<file path="src/rtl/usd_pkg.sv">
// usd_pkg: types, status codes and decode helpers for the UTF-8 stream decoder.
// Used by every module under rtl/; depends on nothing else.
`default_nettype none

package usd_pkg;

	// Result status codes as they appear on the status port
	localparam logic [1:0] ST_VALID = 2'd0;
	localparam logic [1:0] ST_UNDEF = 2'd1;
	localparam logic [1:0] ST_TRUNC = 2'd2;

	// Top two bits of a continuation byte
	localparam logic [1:0] CONT_TAG = 2'b10;

	// Lead bytes 0xFE and 0xFF share these seven upper bits
	localparam logic [6:0] BAD_LEAD_TAG = 7'h7F;

	localparam logic [30:0] UNDEF_CODE_RESET = 31'd65533;

	// One queue entry: the results caused by one accepted byte
	typedef struct packed {
		logic [1:0]  r0_status;
		logic [30:0] r0_code;
		logic        two;        // a second result follows
		logic [1:0]  r1_status;
		logic [7:0]  r1_code;    // second result is at most a 7-bit character
	} usd_entry_t;

	// Classification of a byte taken as a lead byte
	typedef struct packed {
		logic       has_res;
		logic [1:0] status;
		logic [7:0] code;
		logic       load;        // starts a multi-byte sequence
		logic [2:0] len;
		logic [4:0] payload;
	} usd_lead_t;

	function automatic usd_lead_t lead_decode(input logic [7:0] b, input logic last);
		usd_lead_t r;
		logic      starts;
		r       = '0;
		starts  = 1'b0;
		if (b == 8'd0) begin
			r.has_res = 1'b1;
			r.status  = ST_UNDEF;
		end else if (!b[7]) begin
			r.has_res = 1'b1;
			r.status  = ST_VALID;
			r.code    = b;
		end else if (!b[6]) begin
			r.has_res = 1'b1;
			r.status  = ST_UNDEF;
		end else if (b[7:1] == BAD_LEAD_TAG) begin
			r.has_res = 1'b1;
			r.status  = ST_UNDEF;
		end else begin
			starts = 1'b1;
			if (!b[5]) begin
				r.len     = 3'd2;
				r.payload = b[4:0];
			end else if (!b[4]) begin
				r.len     = 3'd3;
				r.payload = {1'b0, b[3:0]};
			end else if (!b[3]) begin
				r.len     = 3'd4;
				r.payload = {2'b00, b[2:0]};
			end else if (!b[2]) begin
				r.len     = 3'd5;
				r.payload = {3'b000, b[1:0]};
			end else begin
				r.len     = 3'd6;
				r.payload = {4'b0000, b[0]};
			end
		end
		if (starts && last) begin
			// sequence begins on the final byte: truncated, nothing kept
			r.has_res = 1'b1;
			r.status  = ST_TRUNC;
			r.code    = 8'd0;
			r.len     = 3'd0;
			r.payload = 5'd0;
		end else begin
			r.load = starts;
		end
		return r;
	endfunction

	// Shortest encoding length of a code point
	function automatic logic [2:0] enc_len(input logic [30:0] c);
		logic [2:0] n;
		if (c <= 31'h7F)           n = 3'd1;
		else if (c <= 31'h7FF)     n = 3'd2;
		else if (c <= 31'hFFFF)    n = 3'd3;
		else if (c <= 31'h1FFFFF)  n = 3'd4;
		else if (c <= 31'h3FFFFFF) n = 3'd5;
		else                       n = 3'd6;
		return n;
	endfunction

endpackage

`default_nettype wire

</file>
<file path="src/rtl/usd_front.sv">
// usd_front: accepts input bytes, tracks the pending sequence and builds one
// queue entry per byte that causes results. Depends on usd_pkg.
`default_nettype none

module usd_front (
	input  wire logic              clk,
	input  wire logic              arst_n,
	input  wire logic              in_valid,
	output logic                   in_ready,
	input  wire logic [7:0]        byte_value,
	input  wire logic              last_byte,
	input  wire logic              q_full,
	output logic                   push,
	output usd_pkg::usd_entry_t    entry
);

	logic [30:0] acc_q;
	logic [2:0]  rem_q;
	logic [2:0]  len_q;

	logic [30:0] acc_n;
	logic [2:0]  rem_n;
	logic [2:0]  len_n;
	logic [30:0] acc_cat;
	logic [2:0]  rem_dec;
	logic        push_c;
	logic        fire;
	usd_pkg::usd_lead_t ld;

	assign in_ready = !q_full;
	assign fire     = in_valid && in_ready;
	assign push     = fire && push_c;

	always_comb begin
		ld      = usd_pkg::lead_decode(byte_value, last_byte);
		acc_cat = {acc_q[24:0], byte_value[5:0]};
		rem_dec = rem_q - 3'd1;
		entry   = '0;
		push_c  = 1'b0;
		acc_n   = acc_q;
		rem_n   = rem_q;
		len_n   = len_q;
		if (rem_q == 3'd0) begin
			push_c          = ld.has_res;
			entry.r0_status = ld.status;
			entry.r0_code   = {23'd0, ld.code};
			acc_n = ld.load ? {26'd0, ld.payload} : 31'd0;
			len_n = ld.load ? ld.len : 3'd0;
			rem_n = ld.load ? ld.len - 3'd1 : 3'd0;
		end else if (byte_value == 8'd0) begin
			// null inside a sequence is swallowed
			push_c          = 1'b1;
			entry.r0_status = usd_pkg::ST_UNDEF;
			acc_n = 31'd0;
			len_n = 3'd0;
			rem_n = 3'd0;
		end else if (byte_value[7:6] != usd_pkg::CONT_TAG) begin
			// abort the sequence, then reuse the byte as a lead byte
			push_c          = 1'b1;
			entry.r0_status = usd_pkg::ST_UNDEF;
			entry.two       = ld.has_res;
			entry.r1_status = ld.status;
			entry.r1_code   = ld.code;
			acc_n = ld.load ? {26'd0, ld.payload} : 31'd0;
			len_n = ld.load ? ld.len : 3'd0;
			rem_n = ld.load ? ld.len - 3'd1 : 3'd0;
		end else begin
			acc_n = acc_cat;
			rem_n = rem_dec;
			if (rem_dec == 3'd0) begin
				push_c          = 1'b1;
				entry.r0_status = (usd_pkg::enc_len(acc_cat) == len_q) ?
					usd_pkg::ST_VALID : usd_pkg::ST_UNDEF;
				entry.r0_code   = acc_cat;
				acc_n = 31'd0;
				len_n = 3'd0;
			end else if (last_byte) begin
				push_c          = 1'b1;
				entry.r0_status = usd_pkg::ST_TRUNC;
				acc_n = 31'd0;
				len_n = 3'd0;
				rem_n = 3'd0;
			end
		end
	end

	always_ff @(posedge clk or negedge arst_n) begin
		if (!arst_n) begin
			acc_q <= 31'd0;
			rem_q <= 3'd0;
			len_q <= 3'd0;
		end else if (fire) begin
			acc_q <= acc_n;
			rem_q <= rem_n;
			len_q <= len_n;
		end
	end

	// idle means nothing gathered; pending means fewer bytes left than the length
	a_idle_clean: assert property (@(posedge clk) disable iff (!arst_n)
		(rem_q == 3'd0) |-> (len_q == 3'd0 && acc_q == 31'd0))
		else $error("front idle with stale sequence state");

	a_rem_below_len: assert property (@(posedge clk) disable iff (!arst_n)
		(rem_q != 3'd0) |-> (rem_q < len_q))
		else $error("front remaining count not below sequence length");

endmodule

`default_nettype wire

</file>
<file path="src/rtl/usd_fifo.sv">
// usd_fifo: short register queue of result entries between front and back.
// Depends on usd_pkg for the entry type.
`default_nettype none

module usd_fifo #(
	parameter int DEPTH = 2
) (
	input  wire logic                 clk,
	input  wire logic                 arst_n,
	input  wire logic                 push,
	input  wire usd_pkg::usd_entry_t  wr_entry,
	output logic                      full,
	output logic                      not_empty,
	input  wire logic                 pop,
	output usd_pkg::usd_entry_t       rd_entry
);

	localparam int PTR_W = $clog2(DEPTH);
	localparam int CNT_W = $clog2(DEPTH + 1);

	usd_pkg::usd_entry_t mem_q [DEPTH];
	logic [PTR_W-1:0]    wr_ptr_q;
	logic [PTR_W-1:0]    rd_ptr_q;
	logic [CNT_W-1:0]    count_q;
	logic                do_push;
	logic                do_pop;

	assign full      = (count_q == CNT_W'(DEPTH));
	assign not_empty = (count_q != '0);
	assign do_push   = push && !full;
	assign do_pop    = pop && not_empty;
	assign rd_entry  = mem_q[rd_ptr_q];

	always_ff @(posedge clk) begin
		if (do_push) begin
			mem_q[wr_ptr_q] <= wr_entry;
		end
	end

	always_ff @(posedge clk or negedge arst_n) begin
		if (!arst_n) begin
			wr_ptr_q <= '0;
			rd_ptr_q <= '0;
			count_q  <= '0;
		end else begin
			if (do_push) begin
				wr_ptr_q <= (wr_ptr_q == PTR_W'(DEPTH - 1)) ? '0 : wr_ptr_q + PTR_W'(1);
			end
			if (do_pop) begin
				rd_ptr_q <= (rd_ptr_q == PTR_W'(DEPTH - 1)) ? '0 : rd_ptr_q + PTR_W'(1);
			end
			if (do_push && !do_pop) begin
				count_q <= count_q + CNT_W'(1);
			end else if (do_pop && !do_push) begin
				count_q <= count_q - CNT_W'(1);
			end
		end
	end

	a_no_overflow: assert property (@(posedge clk) disable iff (!arst_n)
		push |-> !full)
		else $error("queue push while full");

endmodule

`default_nettype wire

</file>
<file path="src/rtl/usd_back.sv">
// usd_back: drains queue entries into the output register, one result per
// cycle unless out_ready stalls it, and substitutes the undefined code. Depends on usd_pkg.
`default_nettype none

module usd_back (
	input  wire logic                 clk,
	input  wire logic                 arst_n,
	input  wire logic [30:0]          undefined_code,
	input  wire logic                 q_valid,
	input  wire usd_pkg::usd_entry_t  q_entry,
	output logic                      q_pop,
	output logic                      out_valid,
	input  wire logic                 out_ready,
	output logic [30:0]               code_point,
	output logic [1:0]                status,
	output logic                      run_end
);

	logic        out_valid_q;
	logic [30:0] code_q;
	logic [1:0]  status_q;
	logic        run_end_q;
	logic        pend_q;
	logic [1:0]  pend_status_q;
	logic [7:0]  pend_code_q;
	logic        out_free;

	assign out_free   = !out_valid_q || out_ready;
	assign q_pop      = out_free && !pend_q && q_valid;
	assign out_valid  = out_valid_q;
	assign code_point = code_q;
	assign status     = status_q;
	assign run_end    = run_end_q;

	// payload: second result of a two-result entry goes out first if waiting
	always_ff @(posedge clk) begin
		if (out_free) begin
			if (pend_q) begin
				status_q  <= pend_status_q;
				code_q    <= (pend_status_q == usd_pkg::ST_UNDEF) ?
					undefined_code : {23'd0, pend_code_q};
				run_end_q <= 1'b1;
			end else if (q_valid) begin
				status_q  <= q_entry.r0_status;
				code_q    <= (q_entry.r0_status == usd_pkg::ST_UNDEF) ?
					undefined_code : q_entry.r0_code;
				run_end_q <= !q_entry.two;
			end
		end
		if (q_pop) begin
			pend_status_q <= q_entry.r1_status;
			pend_code_q   <= q_entry.r1_code;
		end
	end

	always_ff @(posedge clk or negedge arst_n) begin
		if (!arst_n) begin
			out_valid_q <= 1'b0;
			pend_q      <= 1'b0;
		end else if (out_free) begin
			out_valid_q <= pend_q || q_valid;
			pend_q      <= q_pop && q_entry.two;
		end
	end

	a_pend_shown: assert property (@(posedge clk) disable iff (!arst_n)
		pend_q |-> (out_valid_q && !run_end_q))
		else $error("second result pending without a first one on the output");

	a_status_code: assert property (@(posedge clk) disable iff (!arst_n)
		out_valid_q |-> (status_q == usd_pkg::ST_VALID || status_q == usd_pkg::ST_UNDEF
			|| status_q == usd_pkg::ST_TRUNC))
		else $error("output status outside the defined codes");

endmodule

`default_nettype wire

</file>
<file path="src/rtl/utf8_stream_decoder_top.sv">
// utf8_stream_decoder_top: byte-stream decoder for six-byte UTF-8.
// Instantiates usd_front, usd_fifo and usd_back; depends on usd_pkg.
//
// Usage:
//  - Input channel (in_valid/in_ready): one byte per transaction, with
//    last_byte marking the final byte of a string.
//  - Output channel (out_valid/out_ready): one result per transaction:
//    code_point, status (valid / undefined / truncated) and run_end, which
//    is set on the last result caused by a given input byte.
//  - cfg_we/cfg_wdata write the undefined code; write only while idle.
//  - Throughput: one byte per cycle. A byte that aborts a pending sequence
//    and then decodes on its own yields two results, which take two output
//    transactions; the entry queue absorbs that and the input stalls only when
//    it fills.
//  - Result path: a result passes from its byte's transaction through a
//    queue entry and then the output register.
//  - Reset: arst_n clears the sequence state, the queue and the output
//    valid, and sets the undefined code to U+FFFD.
//  - Output stall: the output register holds while out_ready is low; the
//    queue keeps taking bytes until it is full, then in_ready drops.
`default_nettype none

module utf8_stream_decoder_top #(
	parameter int QUEUE_DEPTH = 2
) (
	input  wire logic        clk,
	input  wire logic        arst_n,
	input  wire logic        cfg_we,
	input  wire logic [30:0] cfg_wdata,
	input  wire logic        in_valid,
	output logic             in_ready,
	input  wire logic [7:0]  byte_value,
	input  wire logic        last_byte,
	output logic             out_valid,
	input  wire logic        out_ready,
	output logic [30:0]      code_point,
	output logic [1:0]       status,
	output logic             run_end
);

	logic [30:0]         undef_code_q;
	logic                q_full;
	logic                q_not_empty;
	logic                q_push;
	logic                q_pop;
	usd_pkg::usd_entry_t wr_entry;
	usd_pkg::usd_entry_t rd_entry;

	// undefined code register
	always_ff @(posedge clk or negedge arst_n) begin
		if (!arst_n) begin
			undef_code_q <= usd_pkg::UNDEF_CODE_RESET;
		end else if (cfg_we) begin
			undef_code_q <= cfg_wdata;
		end
	end

	// front: classify bytes and track the pending sequence
	usd_front u_front (
		.clk        (clk),
		.arst_n     (arst_n),
		.in_valid   (in_valid),
		.in_ready   (in_ready),
		.byte_value (byte_value),
		.last_byte  (last_byte),
		.q_full     (q_full),
		.push       (q_push),
		.entry      (wr_entry)
	);

	// queue decouples the front from output stalls
	usd_fifo #(
		.DEPTH (QUEUE_DEPTH)
	) u_fifo (
		.clk       (clk),
		.arst_n    (arst_n),
		.push      (q_push),
		.wr_entry  (wr_entry),
		.full      (q_full),
		.not_empty (q_not_empty),
		.pop       (q_pop),
		.rd_entry  (rd_entry)
	);

	// back: one result per output transaction
	usd_back u_back (
		.clk            (clk),
		.arst_n         (arst_n),
		.undefined_code (undef_code_q),
		.q_valid        (q_not_empty),
		.q_entry        (rd_entry),
		.q_pop          (q_pop),
		.out_valid      (out_valid),
		.out_ready      (out_ready),
		.code_point     (code_point),
		.status         (status),
		.run_end        (run_end)
	);

endmodule

`default_nettype wire

</file>
<file path="config.mk">
export PLATFORM = sky130hd
export DESIGN_NAME = utf8_stream_decoder_top
export DESIGN_NICKNAME = d
export VERILOG_FILES = /design/src/rtl/usd_pkg.sv /design/src/rtl/usd_front.sv /design/src/rtl/usd_fifo.sv /design/src/rtl/usd_back.sv /design/src/rtl/utf8_stream_decoder_top.sv
export SDC_FILE = /design/constraint.sdc
export NUM_CORES = 1
export LEC_CHECK = 0
export BUFFER_PORTS_ARGS = -buffer_cell sky130_fd_sc_hd__buf_2
export CAP_MARGIN = 20
export CORE_ASPECT_RATIO = 0.75
export CORE_UTILIZATION = 25
export CTS_BUF_LIST = sky130_fd_sc_hd__clkbuf_16
export CTS_CLUSTER_SIZE = 20
export DETAILED_ROUTE_END_ITERATION = 16
export GPL_ROUTABILITY_DRIVEN = 1
export PLACE_DENSITY = 0.43
export SLEW_MARGIN = 20
export SYNTH_ARGS = -nofsm -noshare
export SYNTH_HDL_FRONTEND = slang
export SYNTH_SLANG_ARGS = --single-unit
</file>
<file path="constraint.sdc">
create_clock -name clk -period 10.75 [get_ports clk]
set_clock_uncertainty 0.1 [all_clocks]
set_input_delay 2.6875 -clock clk [delete_from_list [all_inputs] [get_ports clk]]
set_output_delay 2.6875 -clock clk [all_outputs]
set_load 0.1 [all_outputs]
</file>
# Yosys cells after proc, flatten, opt, wreduce, memory -nomap -nowiden
# Memories as Yosys holds them, arrays and structs flattened.
# Cells that the tools add are included.
# classes
add_sub_neg	6
multipliers	0
div	0
magnitude_cmp	5
n_eq_ne	6
shift	0
n_mux	77
bitwise_logic	0
n_reduce_logical	27
# ops
op	count
$mux 31	6
$mux 25	5
$mux 3	23
$mux 8	8
$mux 42	1
$mux 11	3
$mux 33	1
$le 31x11->1 const B	1
$le 31x16->1 const B	1
$le 31x21->1 const B	1
$le 31x26->1 const B	1
$le 31x7->1 const B	1
$mux 7	3
$mux 2	10
$mux 1	16
$logic_and 1x1->1	10
$logic_not 8->1	1
$eq 7x7->1 const B	1
$logic_not 1->1	6
$logic_not 3->1	2
$reduce_bool 2->1	3
$sub 3x1->3 const B	2
$mux 5	1
$reduce_bool 5->1	1
9 further kinds	13
# word_totals
ff_bits	112
latch_bits	0
mem_bits_rw	88
romBits	0
output_inout_bits	36
elab_cells	136
mem_count	1
# memory_table
name	depth	word_bits	rd	rd_ports_with_merged_regs	wr	line	text
u_fifo.mem_q	2	44	1	0	1	usd_fifo.sv:21	usd_pkg::usd_entry_t mem_q [DEPTH];

# Depth between registers and ports, before layout
# depth
word_depth	16
depth_mapped	12

# Modules after synthesis
# A second synthesis with hierarchy kept.
# unflattened
hier_cells	652
hier_area_um2	8994.9
# by_module_without_submodules
mod	n_inst	cells_per_inst	area_each_um2
usd_fifo	1	156	3575.9
usd_back	1	172	2205.9
usd_front	1	259	2035.7
utf8_stream_decoder_top	1	65	1177.4

# Worst setup path before layout
# OpenSTA, ideal clock, no wires.
# synth_timing
path_type	input to register
startpoint	in byte_value[5]
endpoint	mem u_fifo.mem_q[0][0] in the netlist's numbering (enable)
setup_time_ns	0.449
arrival_time_ns	5.398
t_required_ns	10.201
path_slack_ns	4.803
stages	5
path_cell_list	nand2_1 -> o21ai_1 -> nor3b_2 -> a21oi_2 -> nor2b_1
# synth_via
elab_chain_cells	12
word_cells_on_any_way	18
classes_between	eq/ne (1); mux (13); reduce/logical (4)
# synth_lines
item	line	text
start: declaration	utf8_stream_decoder_top.sv:32	input wire logic [7:0] byte_value,
$eq 7x7->1	usd_pkg.sv:54	end else if (b[7:1] == BAD_LEAD_TAG) begin
$mux 1	usd_pkg.sv:54	
$mux 1	usd_pkg.sv:51	end else if (!b[6]) begin
$mux 1	usd_pkg.sv:47	end else if (!b[7]) begin
$mux 1	usd_pkg.sv:44	if (b == 8'd0) begin
$logic_and 1x1->1	usd_pkg.sv:76	if (starts && last) begin
$mux 11	usd_pkg.sv:76	
$mux 1 (*)	usd_front.sv:43	if (rem_q == 3'd0) begin
$logic_and 1x1->1 (*)	usd_front.sv:32	assign push = fire && push_c;
$logic_and 1x1->1 (*)	usd_fifo.sv:30	assign do_push = push && !full;
net u_fifo.do_push	usd_fifo.sv:25	logic do_push;
$mux 1 (*)	usd_fifo.sv:35	if (do_push) begin
$mux 1 (implied by the code) (*)	usd_fifo.sv:36	mem_q[wr_ptr_q] <= wr_entry;
end: declaration	usd_fifo.sv:21	
# Mark *: on every way through the listed nets, which the timed path passes. The rest lies on a longest branch.

# Final worst setup path
# layout_timing
startpoint	in byte_value[6]
endpoint	mem u_fifo.mem_q[1][26] in the netlist's numbering (enable)
# Same word-level chain as after synthesis.

==> results.toml <==
[timing]
max_freq_mhz = 200.6
period_minus_slack_ns = 4.985
drv_slew = 0
finalSetupViolCount = 0
slew_headroom_pct = 30.75
holdWs_ns = 0.4094
min_period_over_period_pct = 46.37
rsz0062_at_grt = "no"
tns_ns = 0
hold_viol = 0
worst-slew-pin-transition_ns = 1.039

[worst_setup_path]
r2r_setup_slack_ns = 7.06
worst-setup-path-type = "in2reg"
endpoint = "u_fifo.mem_q[1][26]"
critPathCaptureType = "flop"
r2r_start = "u_front.rem_q[0]"
cp-start-kind = "input port"
cp_data_required_time_ns = 10.72
crit_arrival_ns = 4.95
cp-startpoint = "byte_value[6]"
worstPathMaxFanout = 43
reg2reg_depth = 9
rr_endpoint = "u_fifo.mem_q[1][26]"

[clock_tree]
postCtsHoldBufs = 0
cts_buffers = 17
cts_root_buf = "clkbuf_16"
clockBufferDepth = 2
clk_pin_slew_ns = 0.07
cts_setup_buffers = 0
htree_levels = 4
cts_tree = "done"
clock_latency_ns = 0.44
cts_resized = 0
cts.sinks = 197

[die]
die-area_um2 = 34640
core_area_um2 = 32880
die_y_um = 161.4
rows = 57
die_x_um = 214.6
io_pins = 81
initial_core_util_pct = 25.77

[synth]
synth.most_common_cell = "nand2_1"
yosys_warnings = 0
synth_nets = 728
yosys.area.top_type_share_pct = 45.72
synthArstFlopShare_pct = 34.52
avgSynthCellArea_um2 = 12.50
syn_area_um2 = 8472
synthCells = 678
ys.flop_type = "edfxtp_1"
seq_area_frac_synth_pct = 66.03
netlist.top_cell.by_area = "edfxtp_1"
yosys-top-cells-area = "edfxtp_1, dfrtp_1, mux2_2"
synth_common_cells = "nand2_1, edfxtp_1, o21ai_0"
synth_cell_types = 43
synth-seq-cells = 197
synth-edff-count = 129

[global_routing]
first_global_vias = 5195
grt-ovfl-total = 0
antenna_found_initial = 0
grtUsageTotal_pct = 11.97
grt_max_degree = 71
grt_pass1_wl_mm = 31.40

[drt]
routed_wl_mm = 19.85
drt-initial-drc-count = 278
avgViaCountPerCell = 4.340
drcViolationCount = 0
wl_per_cell_um = 16.51
route.vias.total = 5217
final_antenna_net_count = 0
dr.pass1.iters = 5

[flow_run]
maxCapViolations = 0

[final_layout]
final_core_util_pct = 30.43
finalNetCount = 797
synthToLayoutAreaGrowth_pct = 18.09
n_antenna_cell = 0
drive_above_1_share_pct = 26.05

[status]
outcome = "finished clean"

[pwr]
p_per_area_nw_per_um2 = 304.5
ir_worst_vdd_v = 0.0001700
power_leakage_nw = 3.818
total_power_mw = 3.047

[placement]
portBuffers = 80
hpwl_mm = 13.42
gp_congestion = 0.8211

[min_path]
min_path_type = "reg2reg"
cell type report:
| class | count | area, µm² |
|---|---|---|
| inverters | 8 | 30.03 |
| fillers | 3341 | 22870 |
| well taps | 442 | 553.0 |
| repair buffers | 88 | 462.9 |
| flip-flops and latches | 197 | 5597 |
| clock buffers | 17 | 425.4 |
| multi-input cells | 435 | 2726 |
| clock inverters | 15 | 210.2 |
flip-flops by register name, indices dropped and copies added, names as in the netlist, 2 cells and up:
signal / count
u_fifo.count_q: 2
u_back.pend_code_q: 7
u_front.acc_q: 25
undef_code_q: 31
u_back.code_point: 31
u_front.rem_q: 3
u_fifo.mem_q: 86
u_back.status: 2
u_front.len_q: 3
u_back.pend_status_q: 2
how the worst min path moves through the flow:
| stage | endpoint | startpoint | depth (start not counted) |
|---|---|---|---|
| floorplan | u_front.acc_q[19] | u_front.acc_q[19] | 2 |
| CTS | u_front.acc_q[24] | u_front.acc_q[24] | 2 |
| finish | u_front.acc_q[24] | u_front.acc_q[24] | 2 |
| global placement | u_front.acc_q[19] | u_front.acc_q[19] | 2 |
| global route | u_front.acc_q[22] | u_front.acc_q[22] | 2 |
| detailed placement | u_front.acc_q[24] | u_front.acc_q[24] | 2 |
report_power, final:
group          internal (mW)  switching (mW)  total [mW]
Clock                  0.359           0.316       0.675
Sequential              1.07          0.0641        1.14
Combinational          0.277           0.959        1.24
Total                   1.71            1.34        3.05
routing by layer:
metal / up-vias / part of all wire (%) / GRT usage [%]
met1: 2546 / 55 / 18.41
met4: 0 / 1.3 / 4.123
met3: 17 / 3.5 / 2.411
met2: 89 / 40 / 16.35
li1: 2565 / - / -
met5: - / 0 / 0
through the flow:
| stage | instances | setup WS (ns) | area [µm²] |
|---|---|---|---|
| 2_1_floorplan | 678 | 4.803 | 8472 |
| 3_3_place_gp | 1170 | 5.325 | 9366 |
| 3_5_place_dp | 1170 | 5.283 | 9366 |
| 4_1_cts | 1202 | 5.758 | 10000 |
| 5_1_grt | 1202 | 5.553 | 10000 |
| 6_report | 1202 | 5.765 | 10000 |
cell usage in the layout (no fill, tap or decap), drive strengths merged, types with 17 or more instances in the layout:
cell	netlist	layout
nand2	130	130
mux2	48	48
dfrtp	53	53
nor2	18	18
edfxtp	129	129
o21ai	75	75
clkbuf	28	17
and2	33	33
mux2i	32	32
buf	10	88
o22ai	24	24
critical path, cell delays in order:
cell and delay, ns:
buf_2 0.17, nand2b_1 0.15, nor3_1 0.08, nand2_1 0.55
nand2_1 0.30, a21oi_2 0.30, and2_2 0.18, buf_4 0.48
cells by family after synthesis:
| group | Yosys count | synth area share, % |
|---|---|---|
| XOR/XNOR | 8 | 0.8270 |
| AO/OA/AOI/OAI | 121 | 8.138 |
| flip-flops | 197 | 66.03 |
| adder cells (fa/ha/maj) | 5 | 0.7384 |
| multiplexers | 80 | 10.16 |
| AND/OR/NAND/NOR | 221 | 12.05 |
| buffers and inverters | 46 | 2.053 |
(Power assumes the default switching activity.)
